--- config.mk ---
export PLATFORM = sky130hd
export DESIGN_NAME = roi_stat_color_segmenter_flat
export DESIGN_NICKNAME = d
export VERILOG_FILES = /design/src/sv/rscs_pkg.sv /design/src/sv/rscs_req_if.sv /design/src/sv/rscs_rsp_if.sv /design/src/sv/rscs_front.sv /design/src/sv/rscs_queue.sv /design/src/sv/rscs_back.sv /design/src/sv/roi_stat_color_segmenter.sv /design/src/flat_wrapper.sv
export SDC_FILE = /design/constraint.sdc
export NUM_CORES = 2
export LEC_CHECK = 0
export ABC_CLOCK_PERIOD_IN_PS = 13050
export CORE_MARGIN = 4
export CORE_UTILIZATION = 67
export CTS_CLUSTER_DIAMETER = 30
export DETAILED_ROUTE_END_ITERATION = 7
export DONT_BUFFER_PORTS = 1
export PLACE_DENSITY = 0.82
export SKIP_CTS_REPAIR_TIMING = 1
export SLEW_MARGIN = 20
export SYNTH_ARGS = -nofsm -noshare
export SYNTH_HDL_FRONTEND = slang
export SYNTH_SLANG_ARGS = --single-unit
--- constraint.sdc ---
create_clock -name clock -period 13.05 [get_ports clock]
set_input_delay 1.305 -clock clock [delete_from_list [all_inputs] [get_ports clock]]
set_output_delay 1.305 -clock clock [all_outputs]
set_load 0.02 [all_outputs]
--- src/sv/rscs_pkg.sv ---
`timescale 1ns / 1ps
`default_nettype none

package rscs_pkg;

   // geometry and statistic widths
   localparam int MAX_DIM  = 4096;
   localparam int CNT_W    = $clog2(MAX_DIM * MAX_DIM) + 1;
   localparam int SUM_W    = CNT_W + 7;    // 255 * count fits
   localparam int SQ_W     = CNT_W + 15;   // 65025 * count fits
   localparam int SQ_HALF  = SQ_W / 2;

   localparam int CFG_W    = 13;
   localparam int COORD_W  = 12;
   localparam int CHAN_W   = 8;
   localparam int CMD_W    = 2;
   localparam int NUM_CH   = 3;
   localparam int CH_IDX_W = 2;

   // shared multiplier and the exact variance test
   localparam int MUL_W    = 32;
   localparam int PROD_W   = 2 * MUL_W;
   localparam int NQ_W     = PROD_W + 1;
   localparam int LHS_W    = PROD_W + 4;   // 16 * d^2
   localparam int RHS_W    = NQ_W + 5;     // 25 * variance term

   localparam logic [CNT_W-1:0] SAMPLE_CAP = CNT_W'(MAX_DIM * MAX_DIM);

   // register indexes
   localparam int CSR_IDX_W = 2;
   localparam logic [CSR_IDX_W-1:0] CSR_ROI_LEFT   = 2'd0;
   localparam logic [CSR_IDX_W-1:0] CSR_ROI_TOP    = 2'd1;
   localparam logic [CSR_IDX_W-1:0] CSR_ROI_RIGHT  = 2'd2;
   localparam logic [CSR_IDX_W-1:0] CSR_ROI_BOTTOM = 2'd3;

   // request command codes
   localparam logic [CMD_W-1:0] CMD_CLEAR    = 2'd0;
   localparam logic [CMD_W-1:0] CMD_ACCUM    = 2'd1;
   localparam logic [CMD_W-1:0] CMD_CLASSIFY = 2'd2;

   typedef enum logic [1:0] {
      OP_CLEAR    = 2'd0,
      OP_ACCUM    = 2'd1,
      OP_CLASSIFY = 2'd2
   } op_type;

   typedef struct packed {
      op_type                        op;
      logic [NUM_CH-1:0][CHAN_W-1:0] pix;   // 0 red, 1 green, 2 blue
   } op_entry_type;

   typedef struct packed {
      logic         valid;
      op_entry_type entry;
   } q_push_type;

   typedef struct packed {
      logic         valid;
      op_entry_type entry;
   } q_head_type;

endpackage

`default_nettype wire

--- src/sv/rscs_req_if.sv ---
`timescale 1ns / 1ps
`default_nettype none

interface rscs_req_if import rscs_pkg::*; ();
   logic               valid;
   logic               ready;
   logic [CMD_W-1:0]   cmd;
   logic [COORD_W-1:0] pix_x;
   logic [COORD_W-1:0] pix_y;
   logic [CHAN_W-1:0]  red;
   logic [CHAN_W-1:0]  green;
   logic [CHAN_W-1:0]  blue;

   modport source (output valid, cmd, pix_x, pix_y, red, green, blue, input ready);
   modport sink   (input valid, cmd, pix_x, pix_y, red, green, blue, output ready);
endinterface

`default_nettype wire

--- src/sv/rscs_rsp_if.sv ---
`timescale 1ns / 1ps
`default_nettype none

interface rscs_rsp_if import rscs_pkg::*; ();
   logic valid;
   logic ready;
   logic mask;
   logic roi_empty;

   modport source (output valid, mask, roi_empty, input ready);
   modport sink   (input valid, mask, roi_empty, output ready);
endinterface

`default_nettype wire

--- src/sv/rscs_front.sv ---
`timescale 1ns / 1ps
`default_nettype none

module rscs_front import rscs_pkg::*; (
   input  wire logic                 clock,
   input  wire logic                 reset,
   input  wire logic                 csr_we,
   input  wire logic [CSR_IDX_W-1:0] csr_index,
   input  wire logic [CFG_W-1:0]     csr_wdata,
   rscs_req_if.sink                  req,
   input  wire logic                 q_full,
   output q_push_type                push
);

   logic [CFG_W-1:0] left_ff, left_in;
   logic [CFG_W-1:0] top_ff, top_in;
   logic [CFG_W-1:0] right_ff, right_in;
   logic [CFG_W-1:0] bottom_ff, bottom_in;

   logic [CFG_W-1:0] px, py;
   logic             in_rect;
   logic             keep;
   op_type           op;

   always_comb begin
      left_in   = left_ff;
      top_in    = top_ff;
      right_in  = right_ff;
      bottom_in = bottom_ff;
      if (csr_we) begin
         case (csr_index)
            CSR_ROI_LEFT:   left_in   = csr_wdata;
            CSR_ROI_TOP:    top_in    = csr_wdata;
            CSR_ROI_RIGHT:  right_in  = csr_wdata;
            CSR_ROI_BOTTOM: bottom_in = csr_wdata;
            default: ;
         endcase
      end
   end

   always_ff @(posedge clock) begin
      if (reset) begin
         left_ff   <= '0;
         top_ff    <= '0;
         right_ff  <= '0;
         bottom_ff <= '0;
      end else begin
         left_ff   <= left_in;
         top_ff    <= top_in;
         right_ff  <= right_in;
         bottom_ff <= bottom_in;
      end
   end

   assign px = CFG_W'(req.pix_x);
   assign py = CFG_W'(req.pix_y);
   assign in_rect = (px >= left_ff) && (px < right_ff) && (py >= top_ff) && (py < bottom_ff);

   // beats that cannot touch state or give a result never enter the queue
   always_comb begin
      keep = 1'b0;
      op   = OP_CLEAR;
      case (req.cmd)
         CMD_CLEAR: begin
            keep = 1'b1;
            op   = OP_CLEAR;
         end
         CMD_ACCUM: begin
            keep = in_rect;
            op   = OP_ACCUM;
         end
         CMD_CLASSIFY: begin
            keep = 1'b1;
            op   = OP_CLASSIFY;
         end
         default: keep = 1'b0;
      endcase
   end

   assign req.ready        = !q_full;
   assign push.valid       = req.valid && !q_full && keep;
   assign push.entry.op    = op;
   assign push.entry.pix[0] = req.red;
   assign push.entry.pix[1] = req.green;
   assign push.entry.pix[2] = req.blue;

endmodule

`default_nettype wire

--- src/sv/rscs_queue.sv ---
`timescale 1ns / 1ps
`default_nettype none

module rscs_queue import rscs_pkg::*; #(
   parameter int DEPTH = 4
) (
   input  wire logic       clock,
   input  wire logic       reset,
   input  wire q_push_type push,
   output logic            full,
   input  wire logic       pop,
   output q_head_type      head
);

   localparam int PTR_W = $clog2(DEPTH);
   localparam int CNT_W_Q = $clog2(DEPTH + 1);

   op_entry_type       mem_ff [DEPTH];
   logic [PTR_W-1:0]   wr_ptr_ff, wr_ptr_in;
   logic [PTR_W-1:0]   rd_ptr_ff, rd_ptr_in;
   logic [CNT_W_Q-1:0] count_ff, count_in;
   logic               do_push, do_pop;

   assign full       = (count_ff == CNT_W_Q'(DEPTH));
   assign head.valid = (count_ff != '0);
   assign head.entry = mem_ff[rd_ptr_ff];

   assign do_push = push.valid && !full;
   assign do_pop  = pop && head.valid;

   always_comb begin
      wr_ptr_in = wr_ptr_ff;
      rd_ptr_in = rd_ptr_ff;
      count_in  = count_ff;
      if (do_push) begin
         wr_ptr_in = (wr_ptr_ff == PTR_W'(DEPTH - 1)) ? '0 : wr_ptr_ff + 1'b1;
      end
      if (do_pop) begin
         rd_ptr_in = (rd_ptr_ff == PTR_W'(DEPTH - 1)) ? '0 : rd_ptr_ff + 1'b1;
      end
      if (do_push && !do_pop) begin
         count_in = count_ff + 1'b1;
      end else if (do_pop && !do_push) begin
         count_in = count_ff - 1'b1;
      end
   end

   always_ff @(posedge clock) begin
      if (reset) begin
         wr_ptr_ff <= '0;
         rd_ptr_ff <= '0;
         count_ff  <= '0;
      end else begin
         wr_ptr_ff <= wr_ptr_in;
         rd_ptr_ff <= rd_ptr_in;
         count_ff  <= count_in;
      end
   end

   always_ff @(posedge clock) begin
      if (do_push) begin
         mem_ff[wr_ptr_ff] <= push.entry;
      end
   end

endmodule

`default_nettype wire

--- src/sv/rscs_back.sv ---
`timescale 1ns / 1ps
`default_nettype none

module rscs_back import rscs_pkg::*; (
   input  wire logic       clock,
   input  wire logic       reset,
   input  wire q_head_type head,
   output logic            pop,
   rscs_rsp_if.source      rsp
);

   typedef enum logic [9:0] {
      ST_IDLE = 10'b00_0000_0001,
      ST_NX   = 10'b00_0000_0010,
      ST_SS   = 10'b00_0000_0100,
      ST_NQL  = 10'b00_0000_1000,
      ST_NQH  = 10'b00_0001_0000,
      ST_DD   = 10'b00_0010_0000,
      ST_VAR  = 10'b00_0100_0000,
      ST_RHS  = 10'b00_1000_0000,
      ST_CMP  = 10'b01_0000_0000,
      ST_DONE = 10'b10_0000_0000
   } state_type;

   state_type state_ff, state_in;

   // statistics
   logic [CNT_W-1:0] cnt_ff, cnt_in;
   logic [SUM_W-1:0] sum_ff [NUM_CH];
   logic [SUM_W-1:0] sum_in [NUM_CH];
   logic [SQ_W-1:0]  sq_ff [NUM_CH];
   logic [SQ_W-1:0]  sq_in [NUM_CH];

   // classify sequencer
   logic [NUM_CH-1:0][CHAN_W-1:0] pix_ff, pix_in;
   logic [CH_IDX_W-1:0] chan_ff, chan_in;
   logic                ok_ff, ok_in;
   logic                empty_ff, empty_in;
   logic [PROD_W-1:0]   prod_ff, prod_in;
   logic [MUL_W-1:0]    mul_a, mul_b;
   logic [MUL_W-1:0]    d_ff, d_in;
   logic [PROD_W-1:0]   ss_ff, ss_in;
   logic [NQ_W-1:0]     nq_ff, nq_in;
   logic [PROD_W-1:0]   dd_ff, dd_in;
   logic [NQ_W-1:0]     v_ff, v_in;
   logic [RHS_W-1:0]    rhs_ff, rhs_in;

   logic                rsp_valid_ff, rsp_valid_in;
   logic                rsp_mask_ff, rsp_mask_in;
   logic                rsp_empty_ff, rsp_empty_in;

   logic [SUM_W-1:0]    sel_sum;
   logic [SQ_W-1:0]     sel_sq;
   logic [CHAN_W-1:0]   sel_pix;
   logic [SUM_W-1:0]    nx;
   logic [LHS_W-1:0]    lhs;

   assign sel_sum = sum_ff[chan_ff];
   assign sel_sq  = sq_ff[chan_ff];
   assign sel_pix = pix_ff[chan_ff];
   assign nx      = prod_ff[SUM_W-1:0];
   assign lhs     = {dd_ff, 4'b0000};

   // one shared multiplier, operands stepped per channel
   always_comb begin
      mul_a = '0;
      mul_b = '0;
      case (state_ff)
         ST_NX: begin
            mul_a = MUL_W'(cnt_ff);
            mul_b = MUL_W'(sel_pix);
         end
         ST_SS: begin
            mul_a = MUL_W'(sel_sum);
            mul_b = MUL_W'(sel_sum);
         end
         ST_NQL: begin
            mul_a = MUL_W'(cnt_ff);
            mul_b = MUL_W'(sel_sq[SQ_HALF-1:0]);
         end
         ST_NQH: begin
            mul_a = MUL_W'(cnt_ff);
            mul_b = MUL_W'(sel_sq[SQ_W-1:SQ_HALF]);
         end
         ST_DD: begin
            mul_a = d_ff;
            mul_b = d_ff;
         end
         default: ;
      endcase
   end

   assign prod_in = PROD_W'(mul_a) * PROD_W'(mul_b);

   always_comb begin
      state_in     = state_ff;
      cnt_in       = cnt_ff;
      sum_in       = sum_ff;
      sq_in        = sq_ff;
      pix_in       = pix_ff;
      chan_in      = chan_ff;
      ok_in        = ok_ff;
      empty_in     = empty_ff;
      d_in         = d_ff;
      ss_in        = ss_ff;
      nq_in        = nq_ff;
      dd_in        = dd_ff;
      v_in         = v_ff;
      rhs_in       = rhs_ff;
      rsp_valid_in = rsp_valid_ff && !rsp.ready;
      rsp_mask_in  = rsp_mask_ff;
      rsp_empty_in = rsp_empty_ff;
      pop          = 1'b0;

      case (state_ff)
         ST_IDLE: begin
            pop = head.valid;
            if (head.valid) begin
               case (head.entry.op)
                  OP_CLEAR: begin
                     cnt_in = '0;
                     for (int i = 0; i < NUM_CH; i++) begin
                        sum_in[i] = '0;
                        sq_in[i]  = '0;
                     end
                  end
                  OP_ACCUM: begin
                     // count saturates, so the sums never wrap
                     if (cnt_ff < SAMPLE_CAP) begin
                        cnt_in = cnt_ff + 1'b1;
                        for (int i = 0; i < NUM_CH; i++) begin
                           sum_in[i] = sum_ff[i] + SUM_W'(head.entry.pix[i]);
                           sq_in[i]  = sq_ff[i] + SQ_W'({8'h00, head.entry.pix[i]} *
                                                        {8'h00, head.entry.pix[i]});
                        end
                     end
                  end
                  OP_CLASSIFY: begin
                     pix_in  = head.entry.pix;
                     chan_in = '0;
                     if (cnt_ff == '0) begin
                        ok_in    = 1'b0;
                        empty_in = 1'b1;
                        state_in = ST_DONE;
                     end else begin
                        ok_in    = 1'b1;
                        empty_in = 1'b0;
                        state_in = ST_NX;
                     end
                  end
                  default: ;
               endcase
            end
         end
         ST_NX:  state_in = ST_SS;
         ST_SS: begin
            d_in     = (nx >= sel_sum) ? nx - sel_sum : sel_sum - nx;
            state_in = ST_NQL;
         end
         ST_NQL: begin
            ss_in    = prod_ff;
            state_in = ST_NQH;
         end
         ST_NQH: begin
            nq_in    = NQ_W'(prod_ff);
            state_in = ST_DD;
         end
         ST_DD: begin
            nq_in    = nq_ff + (NQ_W'(prod_ff) << SQ_HALF);
            state_in = ST_VAR;
         end
         ST_VAR: begin
            dd_in    = prod_ff;
            v_in     = (nq_ff > NQ_W'(ss_ff)) ? nq_ff - NQ_W'(ss_ff) : '0;
            state_in = ST_RHS;
         end
         ST_RHS: begin
            rhs_in   = (RHS_W'(v_ff) << 4) + (RHS_W'(v_ff) << 3) + RHS_W'(v_ff);
            state_in = ST_CMP;
         end
         ST_CMP: begin
            ok_in = ok_ff && (RHS_W'(lhs) <= rhs_ff);
            if (chan_ff == CH_IDX_W'(NUM_CH - 1)) begin
               state_in = ST_DONE;
            end else begin
               chan_in  = chan_ff + 1'b1;
               state_in = ST_NX;
            end
         end
         ST_DONE: begin
            if (!rsp_valid_ff || rsp.ready) begin
               rsp_valid_in = 1'b1;
               rsp_mask_in  = ok_ff;
               rsp_empty_in = empty_ff;
               state_in     = ST_IDLE;
            end
         end
         default: state_in = ST_IDLE;
      endcase
   end

   always_ff @(posedge clock) begin
      if (reset) begin
         state_ff     <= ST_IDLE;
         rsp_valid_ff <= 1'b0;
         cnt_ff       <= '0;
         for (int i = 0; i < NUM_CH; i++) begin
            sum_ff[i] <= '0;
            sq_ff[i]  <= '0;
         end
      end else begin
         state_ff     <= state_in;
         rsp_valid_ff <= rsp_valid_in;
         cnt_ff       <= cnt_in;
         sum_ff       <= sum_in;
         sq_ff        <= sq_in;
      end
   end

   always_ff @(posedge clock) begin
      pix_ff       <= pix_in;
      chan_ff      <= chan_in;
      ok_ff        <= ok_in;
      empty_ff     <= empty_in;
      prod_ff      <= prod_in;
      d_ff         <= d_in;
      ss_ff        <= ss_in;
      nq_ff        <= nq_in;
      dd_ff        <= dd_in;
      v_ff         <= v_in;
      rhs_ff       <= rhs_in;
      rsp_mask_ff  <= rsp_mask_in;
      rsp_empty_ff <= rsp_empty_in;
   end

   assign rsp.valid     = rsp_valid_ff;
   assign rsp.mask      = rsp_mask_ff;
   assign rsp.roi_empty = rsp_empty_ff;

endmodule

`default_nettype wire

--- src/sv/roi_stat_color_segmenter.sv ---
`timescale 1ns / 1ps
`default_nettype none

// channel   dir  beat carries
// req_chan  in   cmd, pix_x, pix_y, red, green, blue
// rsp_chan  out  mask, roi_empty (one beat per classify)
// csr_*     in   roi_left/top/right/bottom, written by index
//
// Front takes a req beat each cycle the queue has room; the back drains the queue.
// Clear and accumulate finish in the back's idle state; classify steps one 32x32
// multiplier over the 3 channels, and skips it when the statistics are empty.
// Reset clears registers, statistics and queue at once; no sweep afterwards.
// A stalled rsp beat holds the next classify in its last cycle, and everything queued
// behind it; clears and accumulates ahead of that classify go on.

module roi_stat_color_segmenter import rscs_pkg::*; #(
   parameter int QUEUE_DEPTH = 4
) (
   input  wire logic                 clock,
   input  wire logic                 reset,
   rscs_req_if.sink                  req_chan,
   rscs_rsp_if.source                rsp_chan,
   input  wire logic                 csr_we,
   input  wire logic [CSR_IDX_W-1:0] csr_index,
   input  wire logic [CFG_W-1:0]     csr_wdata
);

   q_push_type push;
   q_head_type head;
   logic       q_full;
   logic       pop;

   rscs_front u_front (
      .clock     (clock),
      .reset     (reset),
      .csr_we    (csr_we),
      .csr_index (csr_index),
      .csr_wdata (csr_wdata),
      .req       (req_chan),
      .q_full    (q_full),
      .push      (push)
   );

   rscs_queue #(
      .DEPTH (QUEUE_DEPTH)
   ) u_queue (
      .clock (clock),
      .reset (reset),
      .push  (push),
      .full  (q_full),
      .pop   (pop),
      .head  (head)
   );

   rscs_back u_back (
      .clock (clock),
      .reset (reset),
      .head  (head),
      .pop   (pop),
      .rsp   (rsp_chan)
   );

endmodule

`default_nettype wire

--- src/flat_wrapper.sv ---
// flat-port wrapper written by rule: the top's interface ports become plain ports
module roi_stat_color_segmenter_flat import rscs_pkg::*;
#(
   parameter int QUEUE_DEPTH = 4
)
  (clock, reset, csr_we, csr_index, csr_wdata, req_chan_valid, req_chan_cmd, req_chan_pix_x, req_chan_pix_y, req_chan_red, req_chan_green, req_chan_blue, req_chan_ready, rsp_chan_valid, rsp_chan_mask, rsp_chan_roi_empty, rsp_chan_ready);
  rscs_req_if req_chan_i ();
  rscs_rsp_if rsp_chan_i ();
  input  wire logic clock;
  input  wire logic reset;
  input  wire logic csr_we;
  input  wire logic [CSR_IDX_W-1:0] csr_index;
  input  wire logic [CFG_W-1:0] csr_wdata;
  input wire logic [$bits(req_chan_i.valid)-1:0] req_chan_valid;
  input wire logic [$bits(req_chan_i.cmd)-1:0] req_chan_cmd;
  input wire logic [$bits(req_chan_i.pix_x)-1:0] req_chan_pix_x;
  input wire logic [$bits(req_chan_i.pix_y)-1:0] req_chan_pix_y;
  input wire logic [$bits(req_chan_i.red)-1:0] req_chan_red;
  input wire logic [$bits(req_chan_i.green)-1:0] req_chan_green;
  input wire logic [$bits(req_chan_i.blue)-1:0] req_chan_blue;
  output wire logic [$bits(req_chan_i.ready)-1:0] req_chan_ready;
  output wire logic [$bits(rsp_chan_i.valid)-1:0] rsp_chan_valid;
  output wire logic [$bits(rsp_chan_i.mask)-1:0] rsp_chan_mask;
  output wire logic [$bits(rsp_chan_i.roi_empty)-1:0] rsp_chan_roi_empty;
  input wire logic [$bits(rsp_chan_i.ready)-1:0] rsp_chan_ready;
  assign req_chan_i.valid = req_chan_valid;
  assign req_chan_i.cmd = req_chan_cmd;
  assign req_chan_i.pix_x = req_chan_pix_x;
  assign req_chan_i.pix_y = req_chan_pix_y;
  assign req_chan_i.red = req_chan_red;
  assign req_chan_i.green = req_chan_green;
  assign req_chan_i.blue = req_chan_blue;
  assign req_chan_ready = req_chan_i.ready;
  assign rsp_chan_valid = rsp_chan_i.valid;
  assign rsp_chan_mask = rsp_chan_i.mask;
  assign rsp_chan_roi_empty = rsp_chan_i.roi_empty;
  assign rsp_chan_i.ready = rsp_chan_ready;
  roi_stat_color_segmenter #(.QUEUE_DEPTH(QUEUE_DEPTH)) u_core (.clock(clock), .reset(reset), .req_chan(req_chan_i), .rsp_chan(rsp_chan_i), .csr_we(csr_we), .csr_index(csr_index), .csr_wdata(csr_wdata));
endmodule
Yosys cells after proc, flatten, opt, wreduce, memory -nomap -nowiden
Memory sizes are Yosys's and may differ from the RTL's. A register that Yosys moved wholly into a read port is not among the register bits.
Cells that the tools add are included.
{"block": "word_totals", "reg_bits": 765, "ram_bits": 104, "input_bits": 70, "word_cells": 175, "mem_count": 1}
{"memory": "u_core.u_queue.mem_ff", "depth": 4, "word_bits": 26, "read_ports": 1, "rd_ports_with_merged_regs": 1, "write_ports": 1, "line_no": "rscs_queue.sv:18", "text": "op_entry_type mem_ff [DEPTH];"}
{"block": "classes", "addsub": 18, "n_mul": 4, "order_cmp": 10, "n_eq_ne": 26, "n_mux": 46, "bitwise": 1, "reduce_logical": 38}
{"op": "$pmux 120 s2", "n": 1}
{"op": "$pmux 96 s2", "n": 1}
{"op": "$pmux 32 s5", "n": 1}
{"op": "$pmux 65 s2", "n": 1}
{"op": "$add 40x16->40", "n": 3}
{"op": "$mux 120", "n": 1}
{"op": "$pmux 10 s10", "n": 1}
{"op": "$add 32x8->32", "n": 3}
{"op": "$mux 32", "n": 3}
{"op": "$mux 96", "n": 1}
{"op": "$pmux 32 s3", "n": 1}
{"op": "$bmux 40 s2", "n": 1}
{"op": "$mux 40", "n": 2}
{"op": "$add 69x68->70", "n": 1}
{"op": "$add 70x65->70", "n": 1}
{"op": "$le 68x70->1", "n": 1}
{"op": "$add 65x65->65", "n": 1}
{"op": "$gt 65x64->1", "n": 1}
{"op": "$sub 65x64->65", "n": 1}
{"op": "$bmux 32 s2", "n": 1}
{"op": "$mul 32x32->64", "n": 1}
{"op": "$sub 32x32->32", "n": 2}
{"op": "$mux 10", "n": 5}
{"op": "$pmux 25 s2", "n": 1}
{"op": "47 further kinds", "n": 107}

Logic depth before layout (Yosys ltp)
{"block": "logic_depth", "ltp_word": 11, "ltp_mapped": 41, "mapped_depth_nobuf": 36}

By module
Synthesis repeated with hierarchy kept, for this count alone.
{"block": "unflattened", "hier_cells": 9659, "area_unflattened_um2": 89624.7}
{"mod": "rscs_back", "n_inst": 1, "cells_per_inst": 9056, "area_each_um2": 82158.8}
{"mod": "rscs_queue", "n_inst": 1, "cells_per_inst": 186, "area_each_um2": 4256.6}
{"mod": "rscs_front", "n_inst": 1, "cells_per_inst": 417, "area_each_um2": 3209.3}

Worst setup path after synthesis
OpenSTA, ideal clock, no wires.
{"block": "synth_path", "kind": "reg-to-reg", "start": "register u_core.u_back.state_ff[2]", "end": "register u_core.u_back.prod_ff[60]", "arrival_time_ns": 9.909, "required_ns": 12.919, "slack_ns": 3.010, "path_stages_with_launch": 35, "synth_period_minus_slack_ns": 10.040, "cell_sequence": "dfxtp_1 > nor2_1 > nand3_1 > or3_1 > or3b_2 > clkbuf_1 > inv_1 > buf_2 > buf_2 > a22oi_1 > o221ai_1 > clkbuf_1 > nand2_1 > fa_1 > inv_1 > fa_1 > inv_1 > fa_1 > fa_1 > inv_1 > fa_1 > fa_1 > fa_1 > fa_1 > ha_1 > a21o_1 > a221oi_1 > o21a_1 > o21ai_0 > a21oi_1 > o21ai_0 > a31oi_1 > o21a_1 > o31ai_1 > xor2_1"}
{"block": "synth_between", "elab_chain_len": 4, "word_cells_on_any_way": 9, "cone_classes": "mul (1); eq/ne (5); mux (2); reduce/logical (1)"}
{"element": "start: declaration", "line_no": "rscs_back.sv:25", "text": "state_type state_ff, state_in;"}
{"element": "start signal: assignment", "line_no": "rscs_back.sv:212", "text": "state_ff <= state_in;"}
{"element": "$eq 10x5->1, or another cell as far along", "line_no": "rscs_back.sv:68", "text": "case (state_ff)"}
{"element": "$reduce_or 3->1 (no source line)"}
{"element": "$pmux 32 s3", "line_no": "rscs_back.sv:68"}
{"element": "$mul 32x32->64 *", "line_no": "rscs_back.sv:93", "text": "assign prod_in = PROD_W'(mul_a) * PROD_W'(mul_b);"}
{"element": "via u_core.u_back.prod_in[60]", "line_no": "rscs_back.sv:39", "text": "logic [PROD_W-1:0] prod_ff, prod_in;"}
{"element": "end signal: assignment", "line_no": "rscs_back.sv:225", "text": "prod_ff <= prod_in;"}
{"element": "end: declaration", "line_no": "rscs_back.sv:39"}
The timed path passes the listed nets; every way through them passes the cells marked *.
A chain may end at the register's enable or synchronous reset.

Worst setup path in the final report
{"block": "layout_path", "start": "register u_core.u_back.state_ff[1]", "end": "register u_core.u_back.prod_ff[59]"}
Same word-level chain as after synthesis.

==> flow_metrics.tcl <==
set metrics [dict create \
    wl_per_cell_um 25.5 \
    place_ws_ps 1350 \
    powerDensity_mw_per_mm2 159 \
    ys_ff_latch 871 \
    dp_cells 11300 \
    relSlewSlack 0.200 \
    grt_max_degree 142 \
    clock_latency_ps 880 \
    synth-seq-area-share 0.250 \
    drcViolationCount 0 \
    htree_levels 4 \
    syn-num-nets 11700 \
    cts_buffer_depth 3 \
    yosysWarnings 0 \
    hold_viol 0 \
    stdcell_count 11600 \
    num_vias 74400 \
    fin_crit_ps 12040 \
    fp-row-count 133 \
    cts_root_buf "clkbuf_16" \
    ys_top_cells_by_area "fa_1 24%, edfxtp_1 17%, ha_1 11%" \
    wl_um 297000 \
    cp-endpoint "u_core.u_back.prod_ff[59]$_DFF_P_" \
    cts_tree "built" \
    die_x_um 374 \
    cts.reportedPaths.clkPinSlew_ps 50 \
    grt_use_total 0.422 \
    ir_drop_v 0.000509 \
    fin_skew_ps 106 \
    place_congestion 1.05 \
    rsz0062_at_grt "no" \
    final_cell_area_sq_mm 0.0986 \
    timing.final.ws_setup_ps 1010 \
    worst-setup-path-type "reg2reg" \
    rrSetupSlack_ps 1010 \
    drt_pass1_iterations 7 \
    slowest_stage "nand2_1" \
    max_stage_delay_ps 950 \
    die_area_sq_mm 0.140 \
    drive_above_1_share 0.0615 \
    cp.depth 30 \
    leakagePower_nw 45.6 \
    worst_ep_required_time_ps 13770 \
    die_y_um 374 \
    cts_sinks 871 \
    synth_top_area_cell "fa_1" \
    async_reset_ff_frac 0 \
    path_max_fanout 35 \
    fillers 9428 \
    hold_class "reg2reg" \
    dp_hpwl_um 225000 \
    tns_ps 0 \
    arrival_ps 12760 \
    startpoint "u_core.u_back.state_ff[1]$_SDFFE_PP0P_" \
    nets 11600 \
    period_share 0.923 \
    grt_pass1_vias 76400 \
    synth_top_cell_area_share 0.242 \
    grt_overflow 0 \
    post_dp_cell_area_sq_mm 0.0915 \
    timing.fmax_mhz 83.0 \
    synth-main-ff-cell "edfxtp_1" \
    core_region_area_sq_mm 0.132 \
    io_buffers 0 \
    drtIter0Drc 8476 \
    start_util 0.678 \
    regToRegEndpoint "u_core.u_back.prod_ff[59]$_DFF_P_" \
    slew_viol_final 0 \
    crit_top_cell "fa_1" \
    cp-end-kind "flop" \
    avgSynthCellArea_sq_um 9.17 \
    r2r_cells 30 \
    grt_pass1_wl_um 452000 \
    post_drt_via_cell_ratio 6.39 \
    synthMostInstantiatedCell "inv_1" \
    drv_cap 0 \
    postSynthCellCount 9773 \
    syn_area_sq_mm 0.0896 \
    outcome "complete, no violations" \
    path_buf_inv 7 \
    crit_family "adder cells" \
    antenna_left 0 \
    synth_edf_count 494 \
    area_growth_pct 10.0 \
    setup_viol 0 \
    timing.rr.start "u_core.u_back.state_ff[1]$_SDFFE_PP0P_" \
    synth.distinct_cells 95 \
    boundaryPins 74 \
    fin_util 0.746 \
    antenna_found_initial 8 \
    cp-start-kind "flop" \
    cts_buffers 197 \
    worst_pin_slew_ps 1200 \
    ys_top_cells_by_count "1,593 x inv_1, 1,083 x fa_1, 1,002 x nand2_1, 948 x nor2_1, 763 x ha_1" \
]
==> layout by cell type (no fill, tap or decap), types with 26 or more instances in the layout <==
cell	count
buf_4	130
clkinv_2	27
bufinv_16	27
o21a_1	42
dfxtp_1	376
nor2_1	947
o31ai_1	28
o21bai_1	94
or3_1	55
nor4_1	41
o21ai_0	345
a31oi_1	41
a21oi_1	594
a22oi_1	68
inv_1	1589
a211oi_1	36
mux2i_1	98
nand2b_1	51
ha_1	763
nand4_1	112
nor2b_1	50
xnor2_1	258
xor2_1	167
and3_1	63
clkbuf_1	27
or2_2	31
o211ai_1	26
nand2_1	1000
a21o_1	218
nand3_1	145
fa_1	1083
nor3_1	99
edfxtp_1	494
clkbuf_16	197
and2_1	109
==> where the power goes <==
group	internal [W]	switching, W	leakage, nW
Combinational	0.00292	0.00439	35.0
Sequential	0.00305	0.000123	7.19
Clock	0.00343	0.00177	3.38
Total	0.00940	0.00629	45.6
==> how the worst min path moves through the flow <==
stage	startpoint	cells after the start	to	slack [ps]
3_3_place_gp	u_core.u_back.sq_ff[44]$_SDFFE_PP0P_	2	u_core.u_back.sq_ff[44]$_SDFFE_PP0P_	440
4_1_cts	u_core.u_front.left_ff[11]$_SDFFE_PP0P_	2	u_core.u_front.left_ff[11]$_SDFFE_PP0P_	450
6_report	u_core.u_front.bottom_ff[11]$_SDFFE_PP0P_	2	u_core.u_front.bottom_ff[11]$_SDFFE_PP0P_	450
2_1_floorplan	u_core.u_back.empty_ff$_DFFE_PP_	0	u_core.u_back.rsp.roi_empty$_DFFE_PP_	400
3_5_place_dp	u_core.u_back.sq_ff[44]$_SDFFE_PP0P_	2	u_core.u_back.sq_ff[44]$_SDFFE_PP0P_	450
5_1_grt	u_core.u_front.right_ff[8]$_SDFFE_PP0P_	2	u_core.u_front.right_ff[8]$_SDFFE_PP0P_	470
==> tightest hold or removal path, stage by stage (launching register included) <==
cell	delay, ps
dfxtp_1	300
nand2_1	50
a21oi_1	50
==> layer usage <==
layer  part of all wire  track usage
met1               0.35        0.510
met2               0.44        0.650
met3               0.13        0.146
met4              0.077        0.260
met5            0.00079      0.00617
==> area by class of cell <==
class / instances / area [sq um] / share of cell area
clock buffers: 238 / 5220 / 0.0530
repair buffers: 131 / 996 / 0.0101
inverters: 1598 / 6000 / 0.0609
well taps: 1755 / 2200 / 0.0223
flip-flops and latches: 871 / 22400 / 0.227
multi-input cells: 6901 / 59900 / 0.608
diodes: 5 / 12.5 / 0.000127
clock inverters: 134 / 1880 / 0.0191
==> metrics by stage <==
stage          hold slack [ps]  power [W]
2_1_floorplan              400    0.00859
3_3_place_gp               437    0.00991
3_5_place_dp               446     0.0101
4_1_cts                    453     0.0156
5_1_grt                    473     0.0167
6_report                   452     0.0157
==> sequential cells by signal (all words and copies together) (netlist names), 24 cells and up, named ones only <==
signal                 flops
u_core.u_back.rhs_ff      70
u_core.u_queue.mem_ff    104
u_core.u_back.sum_ff      96
u_core.u_back.prod_ff     64
u_core.u_back.pix_ff      24
u_core.u_back.v_ff        65
u_core.u_back.cnt_ff      25
u_core.u_back.ss_ff       64
u_core.u_back.sq_ff      120
u_core.u_back.nq_ff       65
u_core.u_back.d_ff        32
u_core.u_back.dd_ff       64
==> cell families (layout without fill, tap and decap cells) <==
family,count (synthesis),after routing,share of synthesized area
simple gates,2784,2784,0.139
mux,131,131,0.0182
xor+xnor,425,425,0.0415
compound gates,1715,1715,0.119
flops,871,871,0.250
fa+ha+maj,1846,1846,0.348
other cells,0,5,0
buf+inv,2001,2101,0.0843
No activity file was read; power rests on OpenSTA's default activity.
